<file path="config.mk">
export PLATFORM = sky130hd
export DESIGN_NAME = perf_sample_record_parser_flat
export DESIGN_NICKNAME = d
export VERILOG_FILES = /design/src/design/psrp_pkg.sv /design/src/design/psrp_req_if.sv /design/src/design/psrp_rsp_if.sv /design/src/design/psrp_front.sv /design/src/design/psrp_queue.sv /design/src/design/psrp_back.sv /design/src/design/perf_sample_record_parser.sv /design/src/flat_wrapper.sv
export SDC_FILE = /design/constraint.sdc
export NUM_CORES = 1
export LEC_CHECK = 0
export BUFFER_PORTS_ARGS = -buffer_cell sky130_fd_sc_hd__buf_4
export CAP_MARGIN = 20
export CORE_UTILIZATION = 38
export DETAILED_ROUTE_END_ITERATION = 8
export SLEW_MARGIN = 20
export SYNTH_ARGS = -nofsm -noshare
export SYNTH_HDL_FRONTEND = slang
export SYNTH_HIERARCHICAL = 1
export SYNTH_SLANG_ARGS = --single-unit
</file>
<file path="constraint.sdc">
create_clock -name clock -period 12.5 [get_ports clock]
set_clock_uncertainty 0.15 [all_clocks]
set_input_delay 0.625 -clock clock [delete_from_list [all_inputs] [get_ports clock]]
set_output_delay 0.625 -clock clock [all_outputs]
set_load 0.02 [all_outputs]
</file>
<file path="src/design/psrp_pkg.sv">
// Shared types and constants of the performance-sample record parser.
package psrp_pkg;

   localparam int WORD_W  = 64;
   localparam int HALF_W  = 32;
   localparam int COUNT_W = 13;
   localparam int CSR_INDEX_W = 1;
   localparam int CSR_DATA_W  = 13;

   localparam logic [COUNT_W-1:0] FIRST_ENTRY_POS   = 13'd5;
   localparam logic [COUNT_W-1:0] MAX_ENTRIES_RESET = 13'd127;

   // Reciprocal of three for values below 2^16: floor(n / 3) = (n * 43691) >> 17.
   localparam logic [15:0] THIRD_RECIP = 16'd43691;
   localparam int          THIRD_SHIFT = 17;

   localparam logic [CSR_INDEX_W-1:0] CSR_LBR_MODE    = 1'b0;
   localparam logic [CSR_INDEX_W-1:0] CSR_MAX_ENTRIES = 1'b1;

   typedef enum logic [2:0] {
      KIND_HEADER,
      KIND_IP,
      KIND_PIDTID,
      KIND_TIMESTAMP,
      KIND_COUNT,
      KIND_ENTRY
   } word_kind_type;

   typedef struct packed {
      logic                lbr_mode;
      logic [COUNT_W-1:0]  max_entries;
   } cfg_type;

   typedef struct packed {
      word_kind_type       kind;
      logic                present;
      logic                record_end;
      logic [WORD_W-1:0]   word;
   } work_item_type;

endpackage

</file>
<file path="src/design/psrp_req_if.sv">
// Input channel carrying record stream words.
interface psrp_req_if;
   logic        valid;
   logic        ready;
   logic [63:0] word;

   modport source (output valid, output word, input ready);
   modport sink (input valid, input word, output ready);
endinterface

</file>
<file path="src/design/psrp_rsp_if.sv">
// Result channel carrying parsed sample fields and entries.
interface psrp_rsp_if;
   logic        valid;
   logic        ready;
   logic [63:0] sample_ip;
   logic [31:0] pid;
   logic [31:0] tid;
   logic [63:0] timestamp;
   logic [63:0] entry_addr;
   logic        entry_present;
   logic [12:0] entry_count;
   logic        record_end;

   modport source (output valid, output sample_ip, output pid, output tid,
                   output timestamp, output entry_addr, output entry_present,
                   output entry_count, output record_end, input ready);
   modport sink (input valid, input sample_ip, input pid, input tid,
                 input timestamp, input entry_addr, input entry_present,
                 input entry_count, input record_end, output ready);
endinterface

</file>
<file path="src/design/psrp_front.sv">
// Front end: tracks the word position in a record and classifies each word.
module psrp_front
   import psrp_pkg::*;
(
   input  logic          clock,
   input  logic          reset,
   input  cfg_type       cfg,
   psrp_req_if.sink      req_ch,
   input  logic          push_ready,
   output logic          push_valid,
   output work_item_type push_item
);

   logic [COUNT_W-1:0] pos_ff, pos_in;
   logic [COUNT_W-1:0] words_ff, words_in;
   logic [COUNT_W-1:0] fit3_ff, fit3_in;
   logic [COUNT_W-1:0] limit_ff, limit_in;
   logic [1:0]         sub3_ff, sub3_in;
   logic [COUNT_W-1:0] grp_ff, grp_in;

   logic               accept;
   logic [COUNT_W-1:0] hdr_words;
   logic [COUNT_W-1:0] words_cur;
   logic [COUNT_W-1:0] rem;
   logic [28:0]        third_prod;
   logic [COUNT_W-1:0] fit;
   logic [COUNT_W-1:0] lim;
   logic [COUNT_W-1:0] idx;
   logic               record_end;
   logic               present;
   word_kind_type      kind;

   assign accept       = req_ch.valid && push_ready;
   assign req_ch.ready = push_ready;
   assign push_valid   = req_ch.valid;

   assign hdr_words = (req_ch.word[63:51] == 13'd0) ? 13'd1 : req_ch.word[63:51];
   assign words_cur = (pos_ff == '0) ? hdr_words : words_ff;
   assign rem       = (words_ff > FIRST_ENTRY_POS) ? (words_ff - FIRST_ENTRY_POS) : '0;
   assign third_prod = {16'd0, rem} * {13'd0, THIRD_RECIP};
   assign fit3_in   = {1'b0, third_prod[28:THIRD_SHIFT]};
   assign idx       = pos_ff - FIRST_ENTRY_POS;

   always_comb begin
      fit = cfg.lbr_mode ? fit3_ff : rem;
      if ((req_ch.word[63:13] == 51'd0) && (req_ch.word[12:0] < fit)) begin
         lim = req_ch.word[12:0];
      end else begin
         lim = fit;
      end
      if (lim > cfg.max_entries) begin
         lim = cfg.max_entries;
      end
   end

   always_comb begin
      kind    = KIND_ENTRY;
      present = 1'b0;
      unique case (pos_ff)
         13'd0: kind = KIND_HEADER;
         13'd1: kind = KIND_IP;
         13'd2: kind = KIND_PIDTID;
         13'd3: kind = KIND_TIMESTAMP;
         13'd4: kind = KIND_COUNT;
         default: begin
            kind = KIND_ENTRY;
            if (cfg.lbr_mode) begin
               present = (sub3_ff == 2'd0) && (grp_ff < limit_ff)
                         && (req_ch.word != 64'd0);
            end else begin
               present = idx < limit_ff;
            end
         end
      endcase
   end

   assign record_end = ({1'b0, pos_ff} + 14'd1) >= {1'b0, words_cur};

   always_comb begin
      pos_in   = pos_ff;
      words_in = words_ff;
      limit_in = limit_ff;
      sub3_in  = sub3_ff;
      grp_in   = grp_ff;
      if (accept) begin
         pos_in = record_end ? '0 : (pos_ff + 13'd1);
         if (kind == KIND_HEADER) begin
            words_in = hdr_words;
            limit_in = '0;
         end
         if (kind == KIND_COUNT) begin
            limit_in = lim;
            sub3_in  = 2'd0;
            grp_in   = '0;
         end
         if (kind == KIND_ENTRY) begin
            if (sub3_ff == 2'd2) begin
               sub3_in = 2'd0;
               grp_in  = grp_ff + 13'd1;
            end else begin
               sub3_in = sub3_ff + 2'd1;
            end
         end
      end
   end

   assign push_item.kind       = kind;
   assign push_item.present    = present;
   assign push_item.record_end = record_end;
   assign push_item.word       = req_ch.word;

   always_ff @(posedge clock) begin
      if (reset) begin
         pos_ff   <= '0;
         words_ff <= '0;
         limit_ff <= '0;
         sub3_ff  <= '0;
         grp_ff   <= '0;
      end else begin
         pos_ff   <= pos_in;
         words_ff <= words_in;
         limit_ff <= limit_in;
         sub3_ff  <= sub3_in;
         grp_ff   <= grp_in;
      end
   end

   always_ff @(posedge clock) begin
      fit3_ff <= fit3_in;
   end

`ifndef NO_ASSERTIONS
   a_pos_inside_record: assert property (@(posedge clock) disable iff (reset)
      (pos_ff != '0) |-> (pos_ff < words_ff))
      else $error("Word position ran past the record length.");

   a_sub3_range: assert property (@(posedge clock) disable iff (reset)
      sub3_ff != 2'd3)
      else $error("Branch word phase left its range.");
`endif

endmodule

</file>
<file path="src/design/psrp_queue.sv">
// Short queue of classified words between the front and back ends.
module psrp_queue
   import psrp_pkg::*;
#(
   parameter int DEPTH = 2
)
(
   input  logic          clock,
   input  logic          reset,
   input  logic          push_valid,
   input  work_item_type push_item,
   output logic          push_ready,
   output logic          head_valid,
   output work_item_type head_item,
   input  logic          pop
);

   localparam int PTR_W = $clog2(DEPTH);
   localparam int CNT_W = $clog2(DEPTH + 1);
   localparam logic [PTR_W-1:0] LAST_PTR  = PTR_W'(DEPTH - 1);
   localparam logic [CNT_W-1:0] FULL_CNT  = CNT_W'(DEPTH);

   work_item_type    mem_ff [DEPTH];
   logic [PTR_W-1:0] wr_ptr_ff, wr_ptr_in;
   logic [PTR_W-1:0] rd_ptr_ff, rd_ptr_in;
   logic [CNT_W-1:0] count_ff, count_in;
   logic             push;
   logic             do_pop;

   assign push_ready = count_ff != FULL_CNT;
   assign head_valid = count_ff != '0;
   assign head_item  = mem_ff[rd_ptr_ff];
   assign push       = push_valid && push_ready;
   assign do_pop     = pop && head_valid;

   always_comb begin
      wr_ptr_in = wr_ptr_ff;
      rd_ptr_in = rd_ptr_ff;
      count_in  = count_ff;
      if (push) begin
         wr_ptr_in = (wr_ptr_ff == LAST_PTR) ? '0 : (wr_ptr_ff + 1'b1);
      end
      if (do_pop) begin
         rd_ptr_in = (rd_ptr_ff == LAST_PTR) ? '0 : (rd_ptr_ff + 1'b1);
      end
      if (push && !do_pop) begin
         count_in = count_ff + 1'b1;
      end else if (!push && do_pop) begin
         count_in = count_ff - 1'b1;
      end
   end

   always_ff @(posedge clock) begin
      if (reset) begin
         wr_ptr_ff <= '0;
         rd_ptr_ff <= '0;
         count_ff  <= '0;
      end else begin
         wr_ptr_ff <= wr_ptr_in;
         rd_ptr_ff <= rd_ptr_in;
         count_ff  <= count_in;
      end
   end

   always_ff @(posedge clock) begin
      if (push) begin
         mem_ff[wr_ptr_ff] <= push_item;
      end
   end

`ifndef NO_ASSERTIONS
   a_count_bound: assert property (@(posedge clock) disable iff (reset)
      count_ff <= FULL_CNT)
      else $error("Queue fill count exceeds its depth.");
`endif

endmodule

</file>
<file path="src/design/psrp_back.sv">
// Back end: holds the header fields, counts kept entries and drives results.
module psrp_back
   import psrp_pkg::*;
(
   input  logic          clock,
   input  logic          reset,
   input  logic          head_valid,
   input  work_item_type head_item,
   output logic          pop,
   psrp_rsp_if.source    rsp_ch
);

   logic [WORD_W-1:0]  ip_ff, ip_in;
   logic [HALF_W-1:0]  pid_ff, pid_in;
   logic [HALF_W-1:0]  tid_ff, tid_in;
   logic [WORD_W-1:0]  ts_ff, ts_in;
   logic [COUNT_W-1:0] kept_ff, kept_in;
   logic               out_valid_ff, out_valid_in;

   logic [WORD_W-1:0]  o_ip_ff, o_ts_ff, o_addr_ff;
   logic [HALF_W-1:0]  o_pid_ff, o_tid_ff;
   logic [COUNT_W-1:0] o_count_ff;
   logic               o_present_ff, o_end_ff;

   logic               emit;

   assign pop  = head_valid && (!out_valid_ff || rsp_ch.ready);
   assign emit = head_item.present || head_item.record_end;

   always_comb begin
      ip_in   = ip_ff;
      pid_in  = pid_ff;
      tid_in  = tid_ff;
      ts_in   = ts_ff;
      kept_in = kept_ff;
      unique case (head_item.kind)
         KIND_HEADER: begin
            ip_in   = '0;
            pid_in  = '0;
            tid_in  = '0;
            ts_in   = '0;
            kept_in = '0;
         end
         KIND_IP: ip_in = head_item.word;
         KIND_PIDTID: begin
            pid_in = head_item.word[31:0];
            tid_in = head_item.word[63:32];
         end
         KIND_TIMESTAMP: ts_in = head_item.word;
         KIND_COUNT: kept_in = kept_ff;
         KIND_ENTRY: begin
            if (head_item.present) begin
               kept_in = kept_ff + 13'd1;
            end
         end
         default: kept_in = kept_ff;
      endcase
   end

   assign out_valid_in = (pop && emit) || (out_valid_ff && !rsp_ch.ready);

   always_ff @(posedge clock) begin
      if (reset) begin
         ip_ff        <= '0;
         pid_ff       <= '0;
         tid_ff       <= '0;
         ts_ff        <= '0;
         kept_ff      <= '0;
         out_valid_ff <= 1'b0;
      end else begin
         if (pop) begin
            ip_ff   <= ip_in;
            pid_ff  <= pid_in;
            tid_ff  <= tid_in;
            ts_ff   <= ts_in;
            kept_ff <= kept_in;
         end
         out_valid_ff <= out_valid_in;
      end
   end

   always_ff @(posedge clock) begin
      if (pop && emit) begin
         o_ip_ff      <= ip_in;
         o_pid_ff     <= pid_in;
         o_tid_ff     <= tid_in;
         o_ts_ff      <= ts_in;
         o_addr_ff    <= head_item.present ? head_item.word : '0;
         o_present_ff <= head_item.present;
         o_count_ff   <= kept_in;
         o_end_ff     <= head_item.record_end;
      end
   end

   assign rsp_ch.valid         = out_valid_ff;
   assign rsp_ch.sample_ip     = o_ip_ff;
   assign rsp_ch.pid           = o_pid_ff;
   assign rsp_ch.tid           = o_tid_ff;
   assign rsp_ch.timestamp     = o_ts_ff;
   assign rsp_ch.entry_addr    = o_addr_ff;
   assign rsp_ch.entry_present = o_present_ff;
   assign rsp_ch.entry_count   = o_count_ff;
   assign rsp_ch.record_end    = o_end_ff;

`ifndef NO_ASSERTIONS
   a_result_has_cause: assert property (@(posedge clock) disable iff (reset)
      out_valid_ff |-> (o_present_ff || o_end_ff))
      else $error("Result shown without an entry or a record end.");

   a_absent_addr_zero: assert property (@(posedge clock) disable iff (reset)
      (out_valid_ff && !o_present_ff) |-> (o_addr_ff == '0))
      else $error("Entry address is nonzero on a result without an entry.");
`endif

endmodule

</file>
<file path="src/design/perf_sample_record_parser.sv">
// Top level of the performance-sample record parser.
// The parser takes one 64-bit record word per clock cycle while the queue has room, and
// issues at most one result per word; a word and its result pass through two registers
// in order, the classified-word queue and then the result register. Throughput is limited
// only by back pressure on the result channel, which the queue of QUEUE_DEPTH entries
// absorbs before the input channel stalls. The entry limit is fixed when the count word
// arrives, using the configuration registers as they are at that moment.
module perf_sample_record_parser
   import psrp_pkg::*;
#(
   parameter int QUEUE_DEPTH = 2
)
(
   input  logic                    clock,
   input  logic                    reset,
   psrp_req_if.sink                req_ch,
   psrp_rsp_if.source              rsp_ch,
   input  logic                    csr_we,
   input  logic [CSR_INDEX_W-1:0]  csr_index,
   input  logic [CSR_DATA_W-1:0]   csr_wdata
);

   cfg_type       cfg_ff, cfg_in;
   logic          push_ready;
   logic          push_valid;
   work_item_type push_item;
   logic          head_valid;
   work_item_type head_item;
   logic          pop;

   always_comb begin
      cfg_in = cfg_ff;
      if (csr_we) begin
         unique case (csr_index)
            CSR_LBR_MODE:    cfg_in.lbr_mode    = csr_wdata[0];
            CSR_MAX_ENTRIES: cfg_in.max_entries = csr_wdata[COUNT_W-1:0];
            default:         cfg_in = cfg_ff;
         endcase
      end
   end

   always_ff @(posedge clock) begin
      if (reset) begin
         cfg_ff.lbr_mode    <= 1'b0;
         cfg_ff.max_entries <= MAX_ENTRIES_RESET;
      end else begin
         cfg_ff <= cfg_in;
      end
   end

   psrp_front u_front (
      .clock      (clock),
      .reset      (reset),
      .cfg        (cfg_ff),
      .req_ch     (req_ch),
      .push_ready (push_ready),
      .push_valid (push_valid),
      .push_item  (push_item)
   );

   psrp_queue #(
      .DEPTH (QUEUE_DEPTH)
   ) u_queue (
      .clock      (clock),
      .reset      (reset),
      .push_valid (push_valid),
      .push_item  (push_item),
      .push_ready (push_ready),
      .head_valid (head_valid),
      .head_item  (head_item),
      .pop        (pop)
   );

   psrp_back u_back (
      .clock      (clock),
      .reset      (reset),
      .head_valid (head_valid),
      .head_item  (head_item),
      .pop        (pop),
      .rsp_ch     (rsp_ch)
   );

endmodule
</file>
<file path="src/flat_wrapper.sv">
// flat-port wrapper written by rule: the top's interface ports become plain ports
module perf_sample_record_parser_flat import psrp_pkg::*;
#(
   parameter int QUEUE_DEPTH = 2
)
  (clock, reset, csr_we, csr_index, csr_wdata, req_ch_valid, req_ch_word, req_ch_ready, rsp_ch_valid, rsp_ch_sample_ip, rsp_ch_pid, rsp_ch_tid, rsp_ch_timestamp, rsp_ch_entry_addr, rsp_ch_entry_present, rsp_ch_entry_count, rsp_ch_record_end, rsp_ch_ready);
  psrp_req_if req_ch_i ();
  psrp_rsp_if rsp_ch_i ();
  input  logic clock;
  input  logic reset;
  input  logic csr_we;
  input  logic [CSR_INDEX_W-1:0] csr_index;
  input  logic [CSR_DATA_W-1:0] csr_wdata;
  input wire logic [$bits(req_ch_i.valid)-1:0] req_ch_valid;
  input wire logic [$bits(req_ch_i.word)-1:0] req_ch_word;
  output wire logic [$bits(req_ch_i.ready)-1:0] req_ch_ready;
  output wire logic [$bits(rsp_ch_i.valid)-1:0] rsp_ch_valid;
  output wire logic [$bits(rsp_ch_i.sample_ip)-1:0] rsp_ch_sample_ip;
  output wire logic [$bits(rsp_ch_i.pid)-1:0] rsp_ch_pid;
  output wire logic [$bits(rsp_ch_i.tid)-1:0] rsp_ch_tid;
  output wire logic [$bits(rsp_ch_i.timestamp)-1:0] rsp_ch_timestamp;
  output wire logic [$bits(rsp_ch_i.entry_addr)-1:0] rsp_ch_entry_addr;
  output wire logic [$bits(rsp_ch_i.entry_present)-1:0] rsp_ch_entry_present;
  output wire logic [$bits(rsp_ch_i.entry_count)-1:0] rsp_ch_entry_count;
  output wire logic [$bits(rsp_ch_i.record_end)-1:0] rsp_ch_record_end;
  input wire logic [$bits(rsp_ch_i.ready)-1:0] rsp_ch_ready;
  assign req_ch_i.valid = req_ch_valid;
  assign req_ch_i.word = req_ch_word;
  assign req_ch_ready = req_ch_i.ready;
  assign rsp_ch_valid = rsp_ch_i.valid;
  assign rsp_ch_sample_ip = rsp_ch_i.sample_ip;
  assign rsp_ch_pid = rsp_ch_i.pid;
  assign rsp_ch_tid = rsp_ch_i.tid;
  assign rsp_ch_timestamp = rsp_ch_i.timestamp;
  assign rsp_ch_entry_addr = rsp_ch_i.entry_addr;
  assign rsp_ch_entry_present = rsp_ch_i.entry_present;
  assign rsp_ch_entry_count = rsp_ch_i.entry_count;
  assign rsp_ch_record_end = rsp_ch_i.record_end;
  assign rsp_ch_i.ready = rsp_ch_ready;
  perf_sample_record_parser #(.QUEUE_DEPTH(QUEUE_DEPTH)) u_core (.clock(clock), .reset(reset), .req_ch(req_ch_i), .rsp_ch(rsp_ch_i), .csr_we(csr_we), .csr_index(csr_index), .csr_wdata(csr_wdata));
endmodule
</file>
==> run_results.csv <==
group,metric,value,unit
run_status,status,"finished, final reports clean",
clocking,post_cts_buffers,0,
yosys,ys_top_cells_by_area,"edfxtp_1, dfxtp_1, ha_1, nand2_1, fa_1",
setup_path,crit_path_end_kind,"flop",
clocking,insertion_delay,0.63,ns
yosys,ys_seq_elements,700,
clocking,post_cts_resized,0,
sta,setup_viol_count_final,0,
routing,route.detailed.drc,0,
clocking,clk_pin_slew,0.06,ns
finish,drive_above_1_share,18.2,%
min_path,holdCritPathClass,"in -> reg",
finish,final_cells,4529,
floorplanning,dieArea,88800,um2
yosys,postSynthCellCount,3097,
floorplanning,die_w,298,um
setup_path,r2r_cells,21,
yosys,yosysTopAreaCellShare,36.9,%
setup_path,startpoint_type,"flop",
min_path,hold_path_depth,1,
placed_design,place_hpwl,62.0,mm
routing,vias,23600,
yosys,ys.flop_type,"edfxtp_1",
setup_path,rr_startpoint,"u_core/u_front/words_ff[6]$_SDFFE_PP0P_",
clocking,cts_tree,"yes",
routing,dr.first_iter.drc_count,1807,
routing,detail_route.wl_per_cell,20.4,um
finish,area_growth,16.8,%
routing,routed_wl,92.6,mm
yosys,ys_seq_area_share,54.4,%
sta,fin_crit_sh,54.3,%
floorplanning,start_util,38.4,%
clocking,cts_hold_repair.buffers,9,
clocking,htreeDepth,3,
yosys,synth-async-reset-ratio,0,%
global_route,grt_pass1_vias,22213,
floorplanning,ios,356,
global_route,antenna_found_initial,2,
sta,slew_viol_final,0,
yosys,ys_warn_count,6,
global_route,grt.overflow.total,0,
setup_path,crit_arrival,7.14,ns
yosys,synth_enable_flop_cells,409,
floorplanning,rows,108,
sta,report.final.hold_viol_count,0,
placed_design,place_inst,4374,
yosys,synthesis.nets,3376,
yosys,ys_types,92,
setup_path,crit_type,"reg -> reg",
placed_design,io_buffers,355,
routing,vias_per_cell,5.21,
routing,antenna_left,0,
placed_design,pre_cts_slack,5.72,ns
min_path,hold_start,"req_ch_word[44]",
sta,fin_setup_tns,0,ns
floorplanning,core,86800,um2
yosys,synth_top_area_cell,"edfxtp_1",
setup_path,r2r-end,"u_core/u_front/fit3_ff[11]$_DFF_P_",
sta,maxSlewHeadroom,29.4,%
min_path,worstHoldEndpoint,"u_core/u_queue/mem_ff[0][44]$_DFFE_PP_",
finish,fin_nets,3586,
clocking,cts.sinks,700,
yosys,yosys.cell_count.top_type,"nand2_1",
clocking,cts_buffer_depth,3,
global_route,grt_max_degree,124,
sta,worst_slack,5.71,ns
job,cap_violations,0,
setup_path,cp-startpoint,"u_core/u_front/words_ff[6]$_SDFFE_PP0P_",
sta,tightest_slew,1.06,ns
setup_path,required,12.85,ns
floorplanning,die_y,298,um
clocking,cts_made_buffers,77,
sta,max_freq,147,MHz
global_route,track_usage,20.4,%
placed_design,gp_congestion,0.864,
yosys,syn_avg_cell_area,10.7,um2
routing,firstDrtPassIters,6,
global_route,grt_pass1_wl,139,mm
setup_path,rrSetupSlack,5.71,ns
setup_path,cp_max_fo,19,
sta,rsz0062_at_grt,"no",
yosys,synth_area,33300,um2
yosys,synth_commonest_cells,"nand2_1, edfxtp_1, dfxtp_1, a21oi_1, nand3_1",
sta,timing.final.crit_period,6.79,ns
clocking,clockRootBuffer,"clkbuf_16",
==> flip-flops by register name, summed over array words and instances, names as in the netlist, 14 cells and up, named ones only <==
name,cells
u_core/cfg_ff,14
u_core/u_back/rsp_ch.sample_ip,64
u_core/u_back/rsp_ch.pid,32
u_core/u_queue/mem_ff,138
u_core/u_back/ts_ff,64
u_core/u_back/rsp_ch.timestamp,64
u_core/u_back/rsp_ch.entry_addr,64
u_core/u_back/ip_ff,64
u_core/u_back/rsp_ch.tid,32
u_core/u_back/tid_ff,32
u_core/u_back/pid_ff,32
==> per-stage QoR <==
step	utilization (%)	instance area [um2]	hold slack (ns)
global route	44.8	38900	0.00482
finish	44.8	38900	0.0458
detailed placement	41.7	36200	0.295
CTS	44.8	38900	0.000365
global placement	41.7	36200	0.290
floorplan	-	33300	0.278
==> placed cells by master (no fill, tap or decap), types with 7 or more instances in the layout <==
cell type,count
nand4_1,21
a21oi_1,194
clkbuf_8,7
a22o_1,66
xnor2_1,27
or3_1,13
and2_1,78
edfxtp_1,409
dfxtp_1,290
mux2_2,59
nor2_1,167
mux2i_1,49
dlygate4sd3_1,9
fa_1,50
a211oi_1,7
mux2_4,12
inv_1,155
a21bo_2,7
buf_4,378
nand2_1,434
a211o_1,10
a221o_1,13
clkbuf_1,20
nand3_1,176
nor3_1,21
a31oi_1,9
clkbuf_16,79
nor2b_1,13
a21o_1,18
nand2b_1,11
o21ai_0,166
clkinv_1,11
a22oi_1,66
clkinv_2,13
ha_1,146
nor4_1,17
and3_1,18
xor2_1,17
==> worst max-delay path by stage <==
stage,cells past startpoint,endpoint
after detailed placement,21,u_core/u_front/fit3_ff[11]$_DFF_P_
after floorplan,7,u_core/u_back/rsp_ch.entry_addr[0]$_SDFFCE_PN0P_
after global routing,21,u_core/u_front/fit3_ff[9]$_DFF_P_
final,21,u_core/u_front/fit3_ff[11]$_DFF_P_
after global placement,21,u_core/u_front/fit3_ff[11]$_DFF_P_
after CTS,21,u_core/u_front/fit3_ff[9]$_DFF_P_
==> cell type report <==
type	instances	area, um2
repair buffers	389	2950
fillers	8197	47900
well taps	1155	1450
multi-input cells	1982	13200
clock buffers	106	2150
flip-flops and latches	700	18100
inverters	157	591
diodes	2	5.00
clock inverters	38	409
==> cell families after synthesis <==
kind of cell | Yosys count | synth area share (%)
XOR/XNOR | 44 | 1.16
AO/OA/AOI/OAI | 599 | 11.4
multiplexers | 121 | 4.03
buffers and inverters | 415 | 6.07
adder cells (fa/ha/maj) | 196 | 8.49
AND/OR/NAND/NOR | 1022 | 14.5
flip-flops | 700 | 54.4
==> layer usage <==
layer,part of all wire (%),GRT usage [%],wire length (um),vias to the layer above
li1,-,-,-,11334
met5,0.0076,0,7,-
met1,44,27.6,40500,11354
met3,6.8,4.21,6330,137
met2,47,32.8,43100,773
met4,2.8,6.23,2610,2
==> worst max-delay path, cell delays in order (launching register included) <==
cell and delay [ns]:
dfxtp_1 0.39, nor4_4 0.35, o2111a_1 0.71, nor2_1 0.28, ha_1 0.38, inv_1 0.06, fa_1 0.48, inv_1 0.10
fa_1 0.55, inv_1 0.05, fa_1 0.48, fa_1 0.51, inv_1 0.04, ha_1 0.30, and4_1 0.22, nand3_1 0.12
o31ai_1 0.31, a221oi_2 0.10, o41ai_1 0.62, a211o_1 0.25, a21oi_1 0.08, xnor2_1 0.12
Power is left out: the tool's default activity adds up to more than one toggle a clock period on the data nets, which glitch-free logic cannot reach.
